### src/shdl_pkg.sv
`timescale 1ns / 1ps
// Package for the decimating sample history log.
// Holds constants, item and log entry types, and controller command/status structs.
// No dependencies.
package shdl_pkg;

    localparam int HISTORY_DEPTH   = 256;
    localparam int DECIMATE_FACTOR = 6;

    localparam int TIME_W     = 32;
    localparam int TEMP_W     = 12;
    localparam int HUM_W      = 10;
    localparam int RIDX_W     = 8;
    localparam int COUNT_W    = 9;
    localparam int INTERVAL_W = 22;
    localparam int CFG_IDX_W  = 8;
    localparam int CFG_DATA_W = 32;

    localparam logic [INTERVAL_W-1:0] INTERVAL_RST = INTERVAL_W'(60000);
    localparam logic [TIME_W-1:0]     GUARD_RST    = 32'd3131922040;

    typedef enum logic [CFG_IDX_W-1:0] {
        CFG_SAMPLE_INTERVAL = 8'd0,
        CFG_TIME_GUARD      = 8'd1
    } t_cfg_idx;

    typedef enum logic {
        MODE_SAMPLE = 1'b0,
        MODE_READ   = 1'b1
    } t_mode;

    typedef struct packed {
        logic                     mode;
        logic [TIME_W-1:0]        now_ms;
        logic signed [TEMP_W-1:0] temperature;
        logic [HUM_W-1:0]         humidity;
        logic [RIDX_W-1:0]        read_index;
    } t_in_item;

    typedef struct packed {
        logic                     stored;
        logic                     compacted;
        logic [COUNT_W-1:0]       entry_count;
        logic                     read_valid;
        logic [TIME_W-1:0]        read_time;
        logic signed [TEMP_W-1:0] read_temperature;
        logic [HUM_W-1:0]         read_humidity;
    } t_out_item;

    typedef struct packed {
        logic [TIME_W-1:0]        time_ms;
        logic signed [TEMP_W-1:0] temperature;
        logic [HUM_W-1:0]         humidity;
    } t_entry;

    typedef struct packed {
        logic accept;
        logic eval;
        logic read_issue;
        logic compact_start;
        logic compact_step;
        logic load_out;
    } t_cmd;

    typedef struct packed {
        logic is_read;
        logic need_compact;
        logic compact_done;
        logic out_free;
    } t_sts;

endpackage

### src/shdl_ctrl.sv
`timescale 1ns / 1ps
// Controller FSM for the sample history log: sequences accept, evaluate,
// compaction walk and result load. Depends on shdl_pkg.
module shdl_ctrl (
    input  logic           i_clk,
    input  logic           i_rst_n,
    input  logic           i_in_valid,
    output logic           o_in_ready,
    input  shdl_pkg::t_sts i_sts,
    output shdl_pkg::t_cmd o_cmd
);

    typedef enum logic [3:0] {
        S_IDLE    = 4'b0001,
        S_EVAL    = 4'b0010,
        S_COMPACT = 4'b0100,
        S_RESULT  = 4'b1000
    } t_state;

    t_state r_state;
    t_state n_state;

    always_ff @(posedge i_clk) begin
        if (!i_rst_n) begin
            r_state <= S_IDLE;
        end else begin
            r_state <= n_state;
        end
    end

    always_comb begin
        n_state    = r_state;
        o_cmd      = '0;
        o_in_ready = 1'b0;
        unique case (r_state)
            S_IDLE: begin
                o_in_ready = 1'b1;
                if (i_in_valid) begin
                    o_cmd.accept = 1'b1;
                    n_state      = S_EVAL;
                end
            end
            S_EVAL: begin
                if (i_sts.is_read) begin
                    o_cmd.read_issue = 1'b1;
                    n_state          = S_RESULT;
                end else begin
                    o_cmd.eval = 1'b1;
                    if (i_sts.need_compact) begin
                        o_cmd.compact_start = 1'b1;
                        n_state             = S_COMPACT;
                    end else begin
                        n_state = S_RESULT;
                    end
                end
            end
            S_COMPACT: begin
                o_cmd.compact_step = 1'b1;
                if (i_sts.compact_done) begin
                    n_state = S_RESULT;
                end
            end
            S_RESULT: begin
                if (i_sts.out_free) begin
                    o_cmd.load_out = 1'b1;
                    n_state        = S_IDLE;
                end
            end
            default: begin
                n_state = S_IDLE;
            end
        endcase
    end

endmodule

### config.mk
export PLATFORM = sky130hd
export DESIGN_NAME = shdl_ctrl
export DESIGN_NICKNAME = d
export VERILOG_FILES = /design/src/shdl_pkg.sv /design/src/shdl_ctrl.sv
export SDC_FILE = /design/constraint.sdc
export NUM_CORES = 1
export LEC_CHECK = 0
export BUFFER_PORTS_ARGS = -buffer_cell sky130_fd_sc_hd__buf_2
export CORE_AREA = 2 2 39 41
export CTS_BUF_LIST = sky130_fd_sc_hd__clkbuf_8
export CTS_CLUSTER_DIAMETER = 80
export DETAILED_ROUTE_END_ITERATION = 7
export DIE_AREA = 0 0 41 43
export MAX_ROUTING_LAYER = met4
export PLACE_DENSITY = 0.44
export SYNTH_ARGS = -nofsm -noshare
export SYNTH_HDL_FRONTEND = slang
export SYNTH_SLANG_ARGS = --single-unit
### constraint.sdc
create_clock -name i_clk -period 3.05 [get_ports i_clk]
set_input_delay 0.4575 -clock i_clk [delete_from_list [all_inputs] [get_ports i_clk]]
set_output_delay 0.4575 -clock i_clk [all_outputs]
set_load 0.01 [all_outputs]
# After elaboration in Yosys (flattened, before gate mapping)
# Index checks and enable logic that the tools add are counted.
word_totals:
  ff_bits: 4
  inputBits: 7
  out_inout_bits: 7
classes:
  n_eq_ne: 7
  n_mux: 17
  reduce_logical: 1
ops:
  columns: ["op", "count"]
  rows:
  - ["$mux 4", 5]
  - ["$pmux 4 s4", 1]
  - ["$mux 1", 10]
  - ["$ne 2x2->1 const B", 3]
  - ["$eq 4x1->1 const B", 1]
  - ["$eq 4x2->1 const B", 1]
  - ["$eq 4x3->1 const B", 1]
  - ["$eq 4x4->1 const B", 1]
  - ["$mux 3", 1]
  - ["$reduce_and 3->1", 1]

# Logic depth before layout (Yosys ltp)
logic_depth:
  ltp_word: 3
  depth_mapped: 5

# Worst setup path after synthesis
# No wires, ideal clock.
synth_path:
  path_kind: "flip-flop to output port"
  from: "reg r_state[3]"
  to: "out o_cmd[5] in the netlist's numbering"
  t_arrival_ns: 1.182
  t_required_ns: 2.592
  setup_slack_ns: 1.410
  path_stages_with_launch: 6
  n_path_buf: 1
  path_cell_list: "dfxtp_1 clkbuf_2 nand2b_1 or3_1 inv_1 and2_1"
synth_lines:
  columns: ["element", "line_no", "text"]
  rows:
  - ["start: declaration", "shdl_ctrl.sv:20", "t_state r_state;"]
  - ["start signal: assignment", "shdl_ctrl.sv:27", "r_state <= n_state;"]
  - ["end: declaration", "shdl_ctrl.sv:10", "output shdl_pkg::t_cmd o_cmd"]

==> impl_metrics.py <==
metrics = {
    "grt": {
        "use_met1": 0.106,
        "grt_use_met3": 0.0314,
        "grt_max_degree": 11,
        "track_usage": 0.0987,
        "grt_antenna_before_repair": 0,
        "grt_overflow_total": 0,
        "grt.busiest_layer": "met2",
        "grt_use_met2": 0.141,
        "grt_pass1_wl_um": 1090,
        "grt_pass1_vias": 285,
    },
    "synth": {
        "yosysUniqueCellTypes": 23,
        "ys_seq_area_frac": 0.259,
        "synth_ff_type": "dfxtp_1",
        "synth_common_cells": "4 x dfxtp_1, 3 x and2_1, 3 x and3_1, 3 x nor2_1, 3 x o21a_1",
        "synth_mux_area_frac": 0,
        "yosysTopAreaCell": "dfxtp_1",
        "synth-xor-area-share": 0,
        "synth_top_family_by_area": "simple AND/OR/NAND/NOR gates",
        "synthesis.area_sq_um": 309,
        "synth-compound-area-share": 0.198,
        "syn_nets": 45,
        "synthCells": 38,
        "synthArstFlopShare": 0,
        "synth_fa_ha_area_frac": 0,
        "synthSimpleGateAreaFrac": 0.466,
        "yosysMostFrequentCell": "dfxtp_1",
        "synth_enable_flop_cells": 0,
        "synth-seq-cells": 4,
        "netlist_top_cells_area": "dfxtp_1 26%, o21a_1 7.3%, and2_1 6.1%",
        "synth_area_per_cell_sq_um": 8.13,
        "synth.top_cell.area_share": 0.259,
        "ys_warn_count": 0,
    },
    "flow_run": {
        "maxCapViolCount": 0,
    },
    "layout": {
        "largest_reg_flops": 4,
        "finalNetCount": 61,
        "drive_gt1_frac": 0.346,
        "final_cells": 68,
        "num_antenna_cells": 0,
        "top_register": "r_state",
        "top_regs": "r_state x4",
        "area_delta_synth_final_pct": 35.6,
    },
    "min_path": {
        "hold_path.startpoint": "i_rst_n",
        "hold_path_class": "in2reg",
    },
    "cts": {
        "clockBufferDepth": 2,
        "postCtsHoldBufs": 0,
        "clock-sinks": 4,
        "cts_setup_buffers": 0,
        "clkLatencyLatePin_ns": 0.22,
        "cts-root-buf": "clkbuf_8",
        "htreeDepth": 1,
        "tritoncts": "built",
        "cts_resized": 0,
        "cts.clk_slew.worst_paths_ns": 0.03,
        "numCtsBuffers": 3,
    },
    "worst_setup_path": {
        "crit_type": "reg2out",
        "cp.required_ns": 2.59,
        "rr_startpoint": "r_state[3]",
        "cp_num_buf_inv": 1,
        "worstPathMaxFanout": 10,
        "startpoint": "r_state[2]",
        "start_kind": "flop",
        "endpoint_kind": "primary output",
        "cp_top_family": "simple AND/OR/NAND/NOR gates",
        "cp_cell_sequence": "or4b_4, nor2_4, buf_2",
        "critPathSlowestCell": "or4b_4",
        "slowest_delay_ns": 0.59,
        "critPathArrivalTime_ns": 1.43,
    },
    "floorplan": {
        "io_pins": 14,
        "dieHeight_um": 43,
        "core_area_sq_um": 1380,
        "die_area_sq_um": 1760,
        "row_count": 14,
        "die_x_um": 41,
        "initial_core_util": 0.223,
    },
    "place": {
        "io_buffers": 13,
        "dp.cells": 65,
        "gp_congestion": 0.709,
        "dpl.hpwl_um": 538,
    },
    "timing": {
        "setup_violations": 0,
        "rsz0062_at_grt": "no",
        "hold_viol_final": 0,
        "finClkSkew_ns": 0.00222,
        "tns_ns": 0,
        "fin_crit_ns": 1.89,
        "drv_slew": 0,
        "maxSlewHeadroom": 0.788,
        "fmax_ghz": 0.530,
        "finalCritPeriodShare": 0.619,
        "tightestPinTransition_ns": 0.317,
    },
    "status": {
        "status": "finished, final reports clean",
    },
    "drt": {
        "drtIter0Drc": 1,
        "drt-pass1-iter-count": 2,
        "drtAntennaViolNets": 0,
        "routed_wl_um": 692,
        "route.detailed.drc": 0,
        "post_drt_wl_per_cell_um": 10.2,
        "viasPerCell": 4.71,
        "vias": 320,
    },
    "power": {
        "power_density_nw_per_um2": 489,
        "switchingPower_mw": 0.0500,
        "seqPwrFrac": 0.299,
        "clock_power_share": 0.550,
        "ir_drop_mv": 0.135,
        "p_sw_frac": 0.244,
        "p_total_mw": 0.205,
        "internal_power_mw": 0.155,
        "combPwrFrac": 0.151,
        "cellLeakagePower_nw": 0.194,
    },
}
-- power groups by stage --
stage	clock network (mW)	registers, mW	logic [mW]
3_5_place_dp	0	0.0622	0.0314
2_1_floorplan	0	0.0599	0.0202
5_1_grt	0.116	0.0621	0.0351
3_3_place_gp	0	0.0625	0.0321
4_1_cts	0.115	0.0615	0.0314
6_report	0.113	0.0613	0.0310
-- cell families after synthesis --
kind of cell           after synthesis
AO/OA/AOI/OAI                        8
buffers and inverters                4
AND/OR/NAND/NOR                     22
flip-flops                           4
-- cell type report --
class	count	area, sq um
Clock buffer	3	41.3
Tap cell	16	20.0
Timing Repair Buffer	13	65.1
Multi-Input combinational cell	30	205
Sequential cell	4	80.1
Inverter	2	7.51
Fill cell	160	965
-- layer usage --
layer	part of all wire	wire, um
met1	0.43	301
met2	0.46	315
met4	0.039	27
met3	0.069	48
met5	0	0
-- cell usage in the layout, fill, tap and decap left out --
master     instances
nor2_4             1
o31ai_1            1
and3_1             3
nor2b_1            1
clkbuf_8           3
and2_1             3
nand2b_1           2
and2b_1            1
or3b_1             1
o21a_1             3
a21oi_1            1
dfxtp_1            4
nor3b_1            2
nor4_1             1
or3_1              1
a311oi_1           1
nor2_1             3
o2111ai_1          1
nand2_1            2
inv_1              2
or4b_4             1
o221ai_1           1
buf_2             13
-- worst paths after layout --
path	end	slack (ns)	depth (start not counted)
max	o_cmd[2]	1.16	3
min	r_state[0]	0.47	2
max reg2reg	r_state[0]	1.68	3
min reg2reg	r_state[3]	0.63	2
-- stage by stage --
stage	hold WS [ns]	area (sq um)	setup WS (ns)	util
finish	0.472	419	1.16	0.303
CTS	0.473	419	1.15	0.303
global route	0.492	419	1.08	0.303
floorplan	0.536	309	1.41	-
detailed placement	0.626	378	1.39	0.273
global placement	0.661	378	1.37	0.273
Note: power is estimated with default switching activity, not from simulation.
